[config.mk]
export PLATFORM = sky130hd
export DESIGN_NAME = variable_width_bit_packer
export DESIGN_NICKNAME = d
export VERILOG_FILES = /design/src/rtl/vwbp_pkg.sv /design/src/rtl/vwbp_front.sv /design/src/rtl/vwbp_queue.sv /design/src/rtl/vwbp_back.sv /design/src/rtl/variable_width_bit_packer.sv
export SDC_FILE = /design/constraint.sdc
export NUM_CORES = 2
export LEC_CHECK = 0
export ABC_CLOCK_PERIOD_IN_PS = 8500
export BUFFER_PORTS_ARGS = -buffer_cell sky130_fd_sc_hd__buf_2
export CORE_MARGIN = 2
export CORE_UTILIZATION = 32
export CTS_CLUSTER_SIZE = 40
export DETAILED_ROUTE_END_ITERATION = 8
export HOLD_SLACK_MARGIN = 0.03
export PLACE_DENSITY_LB_ADDON = 0.3
export REMOVE_ABC_BUFFERS = 1
export SLEW_MARGIN = 5
export SYNTH_ARGS = -nofsm -noshare
export SYNTH_HDL_FRONTEND = slang
export SYNTH_SLANG_ARGS = --single-unit
[constraint.sdc]
create_clock -name clk -period 8.5 [get_ports clk]
set_input_delay 1.7 -clock clk [delete_from_list [all_inputs] [get_ports clk]]
set_output_delay 1.7 -clock clk [all_outputs]
set_load 0.02 [all_outputs]
[src/rtl/vwbp_pkg.sv]
// Shared types and constants of the variable-width bit packer.
// Used by every RTL module and the checker; depends on nothing.
package vwbp_pkg;

    localparam int WORD_BITS   = 64;
    localparam int FILL_W      = 7;   // holds 0..64
    localparam int NBYTES_W    = 4;   // holds 0..8
    localparam int CFG_INDEX_W = 1;
    localparam int CFG_DATA_W  = 7;
    localparam int QUEUE_DEPTH = 4;

    localparam logic [FILL_W-1:0] KEY_SIZE_RESET  = 7'd8;
    localparam logic              BIT_ORDER_RESET = 1'b1;

    // Configuration register indexes
    localparam logic [CFG_INDEX_W-1:0] REG_KEY_SIZE  = 1'd0;
    localparam logic [CFG_INDEX_W-1:0] REG_BIT_ORDER = 1'd1;

    // Input commands
    localparam logic CMD_PUSH  = 1'b0;
    localparam logic CMD_CLOSE = 1'b1;

    // Result kinds
    localparam logic KIND_WORD = 1'b0;
    localparam logic KIND_BYTE = 1'b1;

    typedef struct packed {
        logic                 cmd;
        logic [WORD_BITS-1:0] code_value;
    } in_item_t;

    typedef struct packed {
        logic [WORD_BITS-1:0] out_data;
        logic                 out_kind;
        logic                 out_last;
    } out_item_t;

    // Job handed from the front to the back: a finished word or a flush.
    typedef struct packed {
        logic                 is_flush;
        logic [WORD_BITS-1:0] data;
        logic [NBYTES_W-1:0]  nbytes;
    } job_t;

endpackage

[src/rtl/vwbp_front.sv]
// Front of the bit packer: configuration registers, packing word and fill.
// Accepts items and turns them into jobs for the queue. Depends on vwbp_pkg.
module vwbp_front (
    input  logic                             clk,
    input  logic                             rst_n,
    input  logic                             push,
    input  logic                             queue_full,
    input  vwbp_pkg::in_item_t               item,
    input  logic                             cfg_valid,
    input  logic [vwbp_pkg::CFG_INDEX_W-1:0] cfg_index,
    input  logic [vwbp_pkg::CFG_DATA_W-1:0]  cfg_data,
    output logic                             job_valid,
    output vwbp_pkg::job_t                   job
);
    import vwbp_pkg::*;

    logic [FILL_W-1:0]    key_size_reg;
    logic                 bit_order_reg;
    logic [WORD_BITS-1:0] word_reg, word_next;
    logic [FILL_W-1:0]    fill_reg, fill_next;

    logic                 accept;
    logic [FILL_W-1:0]    key_eff;
    logic [FILL_W:0]      fill_sum;
    logic                 fits;
    logic [FILL_W-1:0]    avail;
    logic [WORD_BITS-1:0] add_term;
    logic [WORD_BITS-1:0] word_add;
    logic [WORD_BITS-1:0] spill;
    logic [FILL_W:0]      byte_round;
    logic [NBYTES_W-1:0]  nbytes;

    assign accept = push && !queue_full;

    always_comb
    begin
        if (key_size_reg == '0)
            key_eff = FILL_W'(1);
        else if (key_size_reg > FILL_W'(WORD_BITS))
            key_eff = FILL_W'(WORD_BITS);
        else
            key_eff = key_size_reg;
    end

    assign fill_sum   = {1'b0, fill_reg} + {1'b0, key_eff};
    assign fits       = fill_sum <= (FILL_W+1)'(WORD_BITS);
    assign avail      = FILL_W'(WORD_BITS) - fill_reg;
    // Shifts of 64 or more yield zero, so a full word takes nothing more.
    assign add_term   = bit_order_reg ? (item.code_value << fill_reg)
                                      : (item.code_value >> fill_reg);
    assign word_add   = word_reg + add_term;
    assign spill      = bit_order_reg ? (item.code_value >> avail)
                                      : (item.code_value << avail);
    assign byte_round = {1'b0, fill_reg} + (FILL_W+1)'(7);
    assign nbytes     = byte_round[FILL_W-1:3];

    always_comb
    begin
        word_next    = word_reg;
        fill_next    = fill_reg;
        job_valid    = 1'b0;
        job.is_flush = 1'b0;
        job.data     = word_add;
        job.nbytes   = nbytes;
        if (accept)
        begin
            if (item.cmd == CMD_CLOSE)
            begin
                job_valid    = nbytes != '0;
                job.is_flush = 1'b1;
                job.data     = word_reg;
                word_next    = '0;
                fill_next    = '0;
            end
            else if (fits)
            begin
                word_next = word_add;
                fill_next = fill_sum[FILL_W-1:0];
            end
            else
            begin
                // Emit the topped-up word and start over with the spilled bits.
                job_valid = 1'b1;
                word_next = spill;
                fill_next = key_eff - avail;
            end
        end
    end

    always_ff @(posedge clk or negedge rst_n)
    begin
        if (!rst_n)
        begin
            key_size_reg  <= KEY_SIZE_RESET;
            bit_order_reg <= BIT_ORDER_RESET;
            word_reg      <= '0;
            fill_reg      <= '0;
        end
        else
        begin
            if (cfg_valid && cfg_index == REG_KEY_SIZE)
                key_size_reg <= cfg_data[FILL_W-1:0];
            if (cfg_valid && cfg_index == REG_BIT_ORDER)
                bit_order_reg <= cfg_data[0];
            word_reg <= word_next;
            fill_reg <= fill_next;
        end
    end

endmodule

[src/rtl/vwbp_queue.sv]
// Short job queue between the front and the back of the bit packer.
// Depends on vwbp_pkg for the job type.
module vwbp_queue #(
    parameter int DEPTH = vwbp_pkg::QUEUE_DEPTH
) (
    input  logic           clk,
    input  logic           rst_n,
    input  logic           wr_en,
    input  vwbp_pkg::job_t wr_job,
    output logic           full,
    input  logic           rd_en,
    output logic           head_valid,
    output vwbp_pkg::job_t head_job
);
    import vwbp_pkg::*;

    localparam int PTR_W = $clog2(DEPTH);
    localparam int CNT_W = $clog2(DEPTH + 1);

    job_t             entry_reg [DEPTH];
    logic [PTR_W-1:0] wr_ptr_reg, rd_ptr_reg;
    logic [CNT_W-1:0] count_reg;
    logic             do_wr, do_rd;

    assign full       = count_reg == CNT_W'(DEPTH);
    assign head_valid = count_reg != '0;
    assign head_job   = entry_reg[rd_ptr_reg];
    assign do_wr      = wr_en && !full;
    assign do_rd      = rd_en && head_valid;

    always_ff @(posedge clk)
    begin
        if (do_wr)
            entry_reg[wr_ptr_reg] <= wr_job;
    end

    always_ff @(posedge clk or negedge rst_n)
    begin
        if (!rst_n)
        begin
            wr_ptr_reg <= '0;
            rd_ptr_reg <= '0;
            count_reg  <= '0;
        end
        else
        begin
            if (do_wr)
                wr_ptr_reg <= (wr_ptr_reg == PTR_W'(DEPTH - 1)) ? '0 : wr_ptr_reg + 1'b1;
            if (do_rd)
                rd_ptr_reg <= (rd_ptr_reg == PTR_W'(DEPTH - 1)) ? '0 : rd_ptr_reg + 1'b1;
            if (do_wr && !do_rd)
                count_reg <= count_reg + 1'b1;
            else if (do_rd && !do_wr)
                count_reg <= count_reg - 1'b1;
        end
    end

endmodule

[src/rtl/vwbp_back.sv]
// Back of the bit packer: turns queued jobs into results, one per cycle while
// they are popped, and holds them in the output register. Depends on vwbp_pkg.
module vwbp_back (
    input  logic                clk,
    input  logic                rst_n,
    input  logic                head_valid,
    input  vwbp_pkg::job_t      head_job,
    output logic                rd_en,
    output logic                empty,
    input  logic                pop,
    output vwbp_pkg::out_item_t result
);
    import vwbp_pkg::*;

    logic      [2:0]          byte_idx_reg, byte_idx_next;
    logic                     out_valid_reg;
    out_item_t                out_item_reg;
    out_item_t                gen_item;
    logic                     taken;
    logic                     load;
    logic                     last_byte;
    logic      [2:0]          byte_sel;

    assign taken     = pop && out_valid_reg;
    assign load      = head_valid && (!out_valid_reg || taken);
    assign last_byte = ({1'b0, byte_idx_reg} + NBYTES_W'(1)) == head_job.nbytes;
    // Byte 0 is the top byte of the word.
    assign byte_sel  = ~byte_idx_reg;

    always_comb
    begin
        gen_item      = '0;
        rd_en         = 1'b0;
        byte_idx_next = byte_idx_reg;
        if (head_job.is_flush)
        begin
            gen_item.out_data[7:0] = head_job.data[{byte_sel, 3'b000} +: 8];
            gen_item.out_kind      = KIND_BYTE;
            gen_item.out_last      = last_byte;
            if (load)
            begin
                rd_en         = last_byte;
                byte_idx_next = last_byte ? 3'd0 : byte_idx_reg + 3'd1;
            end
        end
        else
        begin
            gen_item.out_data = head_job.data;
            gen_item.out_kind = KIND_WORD;
            rd_en             = load;
        end
    end

    always_ff @(posedge clk)
    begin
        if (load)
            out_item_reg <= gen_item;
    end

    always_ff @(posedge clk or negedge rst_n)
    begin
        if (!rst_n)
        begin
            out_valid_reg <= 1'b0;
            byte_idx_reg  <= '0;
        end
        else
        begin
            byte_idx_reg <= byte_idx_next;
            if (load)
                out_valid_reg <= 1'b1;
            else if (taken)
                out_valid_reg <= 1'b0;
        end
    end

    assign empty  = !out_valid_reg;
    assign result = out_item_reg;

endmodule

[src/rtl/variable_width_bit_packer.sv]
// Variable-width bit packer: 64-bit word packing of fixed-size codes.
// Channels: items go in through push/full, results come out through empty/pop,
// and a config write channel (cfg_valid/cfg_ready, always ready) sets
// key_size (index 0) and bit_order (index 1).
// A push adds one code at the fill position; when the word overflows, the
// completed word is emitted and the spilled bits start the next word.
// A close emits ceil(fill/8) bytes from the top of the word, last one marked.
// Throughput: one item per cycle while full is low. A word result goes to the
// result ports through the queue and the output register: the front writes
// the job into the queue at the edge that accepts its push, and the back then
// loads the output register. A close of N bytes occupies the back one byte per
// cycle while pop is high; the front keeps taking items until the queue fills.
// Reset: word and fill are cleared, key_size returns to 8, bit_order to 1,
// the queue and output register are emptied (empty high, full low).
// Receiver stall: the result holds while pop is low; the back stops, the
// queue fills and full rises, then resumes at full rate once pop returns.
module variable_width_bit_packer #(
    parameter int QUEUE_DEPTH = vwbp_pkg::QUEUE_DEPTH   // 2 or more
) (
    input  logic                             clk,
    input  logic                             rst_n,
    input  logic                             push,
    output logic                             full,
    input  vwbp_pkg::in_item_t               item,
    output logic                             empty,
    input  logic                             pop,
    output vwbp_pkg::out_item_t              result,
    input  logic                             cfg_valid,
    output logic                             cfg_ready,
    input  logic [vwbp_pkg::CFG_INDEX_W-1:0] cfg_index,
    input  logic [vwbp_pkg::CFG_DATA_W-1:0]  cfg_data
);
    import vwbp_pkg::*;

    logic job_valid;
    job_t job;
    logic queue_full;
    logic rd_en;
    logic head_valid;
    job_t head_job;

    // Config writes are always taken; software is to write only while idle, and the block does not enforce this.
    assign cfg_ready = 1'b1;
    assign full      = queue_full;

    // Front: pack codes, classify into word jobs and flush jobs.
    vwbp_front u_front (
        .clk        (clk),
        .rst_n      (rst_n),
        .push       (push),
        .queue_full (queue_full),
        .item       (item),
        .cfg_valid  (cfg_valid),
        .cfg_index  (cfg_index),
        .cfg_data   (cfg_data),
        .job_valid  (job_valid),
        .job        (job)
    );

    // Decouple the front from a stalled or flushing back.
    vwbp_queue #(
        .DEPTH (QUEUE_DEPTH)
    ) u_queue (
        .clk        (clk),
        .rst_n      (rst_n),
        .wr_en      (job_valid),
        .wr_job     (job),
        .full       (queue_full),
        .rd_en      (rd_en),
        .head_valid (head_valid),
        .head_job   (head_job)
    );

    // Back: emit words, or walk a flush job byte by byte.
    vwbp_back u_back (
        .clk        (clk),
        .rst_n      (rst_n),
        .head_valid (head_valid),
        .head_job   (head_job),
        .rd_en      (rd_en),
        .empty      (empty),
        .pop        (pop),
        .result     (result)
    );

endmodule

=== After elaboration in Yosys (flattened, before gate mapping) ===
Memory sizes are Yosys's and may differ from the RTL's.
Cells that the tools add are included.

* Output and inout bits: 69
* Memories kept: 1
* Bits in registers: 156
* RAM bits: 276

{| class="wikitable"
|+ Memory list
! memory !! depth !! width !! rd ports !! clocked after Yosys merged registers in !! write ports !! RTL line !! source
|-
| u_queue.entry_reg || 4 || 69 || 1 || 0 || 1 || vwbp_queue.sv:20 || <nowiki>job_t entry_reg [DEPTH];</nowiki>
|}

* Muxes and demuxes: 25
* Magnitude comparators: 2
* Add/subtract/negate cells: 11
* Shift-type cells: 5
* Bitwise operators: 2
* Reductions and logical operators: 20
* Equal/unequal tests: 4

{| class="wikitable"
|+ Operators by type and width
! kind !! number
|-
| two-way mux 64 bit || 4
|-
| two-way mux 65 bit || 2
|-
| << shifter 64 x 7 -> 64 bit || 2
|-
| >> shifter 64 x 7 -> 64 bit || 2
|-
| adder 64 bit || 1
|-
| variable part select 64 x 7 -> 8 bit || 1
|-
| two-way mux 7 bit || 4
|-
| logical AND 1 bit || 9
|-
| two-way mux 1 bit || 9
|-
| two-way mux 3 bit || 3
|-
| two-way mux 9 bit || 1
|-
| adder 7 x 7 -> 8 bit || 1
|-
| <= comparator 8 x 7 -> 1 bit (second input constant) || 1
|-
| adder 7 x 3 -> 7 bit (second input constant) || 1
|-
| greater-than comparator 7 bit (second input constant) || 1
|-
| logical NOT 7 bit || 1
|-
| subtractor 7 bit || 1
|-
| subtractor 7 bit (first input constant) || 1
|-
| adder 3 x 1 -> 3 bit (second input constant) || 2
|-
| adder 2 x 1 -> 2 bit (second input constant) || 2
|-
| adder 3 x 1 -> 4 bit (second input constant) || 1
|-
| == test 2 bit (second input constant) || 2
|-
| == test 4 bit || 1
|-
| logical NOT 1 bit || 4
|-
| 10 further kinds || 12
|}

=== Logic depth before layout (Yosys ltp) ===
* Depth after elaboration: 13
* Gate-level depth with buffers: 29

=== By module ===
A second synthesis with hierarchy kept.

* Cells, all modules: 4171
* Area, all modules: 37626.1 µm²

{| class="wikitable"
|+ Modules (own cells, without submodules)
! module !! area an instance (µm²) !! instances !! cells each
|-
| vwbp_front || 23896.7 || 1 || 3536
|-
| vwbp_queue || 10487.6 || 1 || 398
|-
| vwbp_back || 3230.6 || 1 || 235
|-
| variable_width_bit_packer || 11.3 || 1 || 2
|}

=== Least setup slack after synthesis ===
OpenSTA, ideal clock, no wires.

* Path type: input -> register
* Start: input port pop
* End: register u_queue.count_reg[1]
* Arrival: 7192 ps
* Stages: 7
* Path slack: 1184 ps
* Cell sequence: inv_1 -> a21oi_1 -> o21ai_0 -> ha_1 -> inv_1 -> fa_1 -> mux2_2

* Cells in the longest elaborated chain, start to end: 9
* Elaborated cells between the ends (all ways): 11
* Those cells by class: mux: 3; reduce/logical: 8

{| class="wikitable"
|+ RTL lines
! element !! RTL line !! source
|-
| start: declaration || variable_width_bit_packer.sv:26 || <nowiki>input logic pop,</nowiki>
|-
| logical AND 1 bit * || vwbp_back.sv:24 || <nowiki>assign taken = pop && out_valid_reg;</nowiki>
|-
| logical OR 1 bit * || vwbp_back.sv:25 || <nowiki>assign load = head_valid && (!out_valid_reg || taken);</nowiki>
|-
| logical AND 1 bit * || vwbp_back.sv:25 ||
|-
| named net u_back.load || vwbp_back.sv:20 || <nowiki>logic load;</nowiki>
|-
| two-way mux 1 bit || vwbp_back.sv:40 || <nowiki>if (load)</nowiki>
|-
| two-way mux 1 bit * || vwbp_back.sv:35 || <nowiki>if (head_job.is_flush)</nowiki>
|-
| logical AND 1 bit * || vwbp_queue.sv:29 || <nowiki>assign do_rd = rd_en && head_valid;</nowiki>
|-
| logical NOT 1 bit || vwbp_queue.sv:51 || <nowiki>if (do_wr && !do_rd)</nowiki>
|-
| logical AND 1 bit || vwbp_queue.sv:51 ||
|-
| two-way mux 3 bit or nonzero test 2 bit (tied branches) || n/a ||
|-
| end signal: assignment || vwbp_queue.sv:52 || <nowiki>count_reg <= count_reg + 1'b1;</nowiki>
|-
| end signal: assignment || vwbp_queue.sv:54 || <nowiki>count_reg <= count_reg - 1'b1;</nowiki>
|-
| end: declaration || vwbp_queue.sv:22 || <nowiki>logic [CNT_W-1:0] count_reg;</nowiki>
|}

Mark *: on every way through the listed nets, which the timed path passes. The rest lies on a longest branch.
A chain may end at the register's enable or synchronous reset.

==> impl_results.rst <==
.. list-table::
   :header-rows: 1

   * - Metric
     - Value
   * - Number of H-tree branching levels
     - 2
   * - Wire length of the first global-routing pass
     - 234.9 mm
   * - Min-Delay Path Class
     - flip-flop to flip-flop
   * - Share of the clock period used by the worst path after layout
     - 0.8874
   * - Sum of overflow across all layers after global routing
     - 0
   * - Slew at the pin with the worst max-slew slack
     - 1315 ps
   * - Initial antenna violation count
     - 12
   * - Final number of max-transition violations
     - 0
   * - TritonCTS clock tree
     - done
   * - Timing-limited maximum frequency
     - 0.1326 GHz
   * - Number of enable flip-flop cells after synthesis
     - 342
   * - RSZ-0062 raised after global routing
     - no
   * - Initial detailed-routing violation count
     - 4,308
   * - Share of the synthesized area in the top cell type
     - 0.2798
   * - Amount of wire on met2 after detailed routing
     - 70.56 mm
   * - Clock Sinks
     - 432
   * - Critical Path RT
     - 8810 ps
   * - Overall die width
     - 342.7 um
   * - Number of optimization iterations in the first detailed-route pass
     - 7
   * - Routed len/inst
     - 28.98 um
   * - Cell accounting for the most synthesized area
     - sky130_fd_sc_hd__edfxtp_1
   * - Final Hold Violating Endpoints
     - 0
   * - Crit path launch type
     - flip-flop
   * - Count of hold buffers inserted by post-cts repair
     - 0
   * - Number of nets with antenna violations after detailed routing
     - 0
   * - Most instantiated library cell after synthesis
     - sky130_fd_sc_hd__nand2_1
   * - Register bit count reported by yosys
     - 432
   * - Arrival time reported for the critical path endpoint
     - 7850 ps
   * - Final cell utilization of the core
     - 0.3523
   * - Number of instances in the synthesized netlist
     - 4,128
   * - Post-DR vias/cell
     - 6.095
   * - Predominant post-synthesis flop cell
     - sky130_fd_sc_hd__edfxtp_1
   * - Vert. Die Dim
     - 342.7 um
   * - Vias after detailed routing
     - 34,285
   * - Maximum number of pins on one net before global-route repair
     - 100
   * - Fillers
     - 11,814
   * - Worst relative slew slack
     - 0.1212
   * - Die footprint
     - 0.1174 mm2
   * - Area contributors post-synth
     - sky130_fd_sc_hd__edfxtp_1 28%, sky130_fd_sc_hd__mux4_2 8.2%, sky130_fd_sc_hd__mux2i_1 7.7%
   * - Remaining DRCs
     - 0
   * - Routed wire length
     - 163.0 mm
   * - Setup CP Type
     - flip-flop to flip-flop
   * - Overall Global Routing Usage
     - 0.2708
   * - TritonCTS buffer count
     - 44
   * - Share of synthesized area occupied by flip-flops and latches
     - 0.3412
   * - Share of flip-flops with an asynchronous set or reset after synthesis
     - 0.2083
   * - Final-stage net count
     - 4,241
   * - Area growth from synthesis to layout
     - 9.455%
   * - Bufs on Longest Clock Path
     - 3
   * - Skew-Pair Late Insertion Delay
     - 580 ps
   * - Number of setup buffers added after CTS
     - 0
   * - Result of the run
     - complete, no violations
   * - Routability congestion estimate from global placement
     - 1.048
   * - Via count of the first global-routing pass
     - 32,423
   * - Count of placed standard cells including taps
     - 5,541
   * - Wire length on met3
     - 15.29 mm
   * - Final Skew
     - 21.26 ps
   * - Clock root cell
     - sky130_fd_sc_hd__clkbuf_16
   * - Routed met1 length
     - 68.07 mm
   * - Number of cell rows
     - 124
   * - Setup TNS
     - 0 ps
   * - Final number of setup-violating endpoints
     - 0
   * - Top Layer Used
     - met5
   * - CORE AREA
     - 0.1140 mm2
   * - Share of post-route cells with drive strength above 1
     - 0.1518
   * - Post-synth design cell area
     - 0.03671 mm2
   * - Maximum fanout count along the critical path
     - 50
   * - Post-route insts no fill
     - 5,625
   * - Avg Synthesized Cell Area
     - 8.892 um2
   * - Buffers added on ports
     - 145
   * - I/O pins
     - 147
   * - Max-capacitance violation count
     - 0
   * - Clock input transition at the sequential cells of the worst setup and hold paths
     - 60 ps
   * - Detailed placer's ending HPWL
     - 126.0 mm
   * - Yosys warning total
     - 0
   * - Effective utilization at floorplan
     - 0.3219
   * - Number of cells upsized or downsized after cts
     - 0
   * - Most numerous cell types in the synthesized netlist
     - 670 x sky130_fd_sc_hd__nand2_1, 395 x sky130_fd_sc_hd__nor2_1, 359 x sky130_fd_sc_hd__o21ai_0
   * - Yosys cell types
     - 92
   * - Clock period minus final worst setup slack
     - 7543 ps
   * - Largest register FFs
     - 276
   * - Element type at the critical path end
     - flip-flop
[layer usage]
metal,up-vias,track usage
met5,-,0
met4,20,0.1252
met3,391,0.04893
met2,1974,0.4120
met1,16688,0.3727
li1,15212,-
[worst paths after layout]
| path | start | end | slack (ps) | depth (start not counted) |
|---|---|---|---|---|
| max | u_front.fill_reg[0] | u_queue.entry_reg[0][59] | 960 | 22 |
| min | u_queue.count_reg[2] | u_queue.count_reg[2] | 490 | 1 |
| max reg2reg | u_front.fill_reg[0] | u_queue.entry_reg[0][59] | 960 | 22 |
| min reg2reg | u_queue.count_reg[2] | u_queue.count_reg[2] | 490 | 1 |
| max in group asynchronous | rst_n | u_front.word_reg[9] | 6170 | 2 |
| min in group asynchronous | rst_n | u_back.out_valid_reg | 1040 | 1 |
[metrics by stage]
step	worst slack, ps	instance area [um2]	hold WS (ps)
2_1_floorplan	-4738	35090	456.0
4_1_cts	1230	40170	491.3
3_3_place_gp	726.3	38720	474.7
6_report	957.1	40180	490.9
3_5_place_dp	795.2	38720	477.6
5_1_grt	729.2	40170	520.1
[cell families (layout without fill, tap and decap cells)]
kind of cell | count (synthesis) | after routing | share of synthesized area
compound gates | 1220 | 1220 | 0.2075
buf+inv | 400 | 383 | 0.04908
simple gates | 1386 | 1386 | 0.1607
other cells | 1 | 3 | 0.0001022
flops | 432 | 432 | 0.3412
xor+xnor | 82 | 82 | 0.02008
fa+ha+maj | 88 | 88 | 0.03081
mux | 519 | 519 | 0.1905
[cells in the final DEF (no fill, tap or decap), types with 56 or more instances in the layout]
cell                         n
sky130_fd_sc_hd__nor2_1    394
sky130_fd_sc_hd__nor2b_1    72
sky130_fd_sc_hd__buf_4     102
sky130_fd_sc_hd__a21oi_1   295
sky130_fd_sc_hd__o21ai_0   359
sky130_fd_sc_hd__mux2i_1   283
sky130_fd_sc_hd__ha_1       83
sky130_fd_sc_hd__nand3_1    56
sky130_fd_sc_hd__buf_2     144
sky130_fd_sc_hd__mux4_2    133
sky130_fd_sc_hd__edfxtp_1  342
sky130_fd_sc_hd__mux2_2    102
sky130_fd_sc_hd__a21o_1     61
sky130_fd_sc_hd__dfrtp_1    79
sky130_fd_sc_hd__o211ai_1   79
sky130_fd_sc_hd__nand2_1   669
[cell type report]
type	instances	area [um2]	share of cell area
multi-input cells	3296	22450	0.5588
flip-flops and latches	432	12550	0.3125
well taps	1512	1892	0.04709
repair buffers	253	1627	0.04048
clock buffers	52	1152	0.02868
clock inverters	30	305.3	0.007598
inverters	48	192.7	0.004796
diodes	2	5.005	0.0001246
[worst max-delay path, stage by stage, from the launching register on]
cell                        delay [ps]
sky130_fd_sc_hd__dfrtp_4           890
sky130_fd_sc_hd__buf_4             380
sky130_fd_sc_hd__mux2i_1           580
sky130_fd_sc_hd__mux2_2            320
sky130_fd_sc_hd__nor2_1             50
sky130_fd_sc_hd__or3_1             340
sky130_fd_sc_hd__o21ai_0           190
sky130_fd_sc_hd__mux2i_1           190
sky130_fd_sc_hd__a22o_1            210
sky130_fd_sc_hd__o21ai_0           750
sky130_fd_sc_hd__nor2_1            150
sky130_fd_sc_hd__ha_1              430
sky130_fd_sc_hd__and3_1            210
sky130_fd_sc_hd__nand2_1           150
sky130_fd_sc_hd__nor3_1            240
sky130_fd_sc_hd__nand3_1           100
sky130_fd_sc_hd__o211ai_1          380
sky130_fd_sc_hd__o2bb2ai_1         270
sky130_fd_sc_hd__o31ai_1           310
sky130_fd_sc_hd__buf_4             190
sky130_fd_sc_hd__a31oi_1           160
sky130_fd_sc_hd__xnor2_1           190
sky130_fd_sc_hd__o21ai_0           440
Power is left out: the tool's default activity adds up to more than one toggle a clock period on the data nets, which glitch-free logic cannot reach.
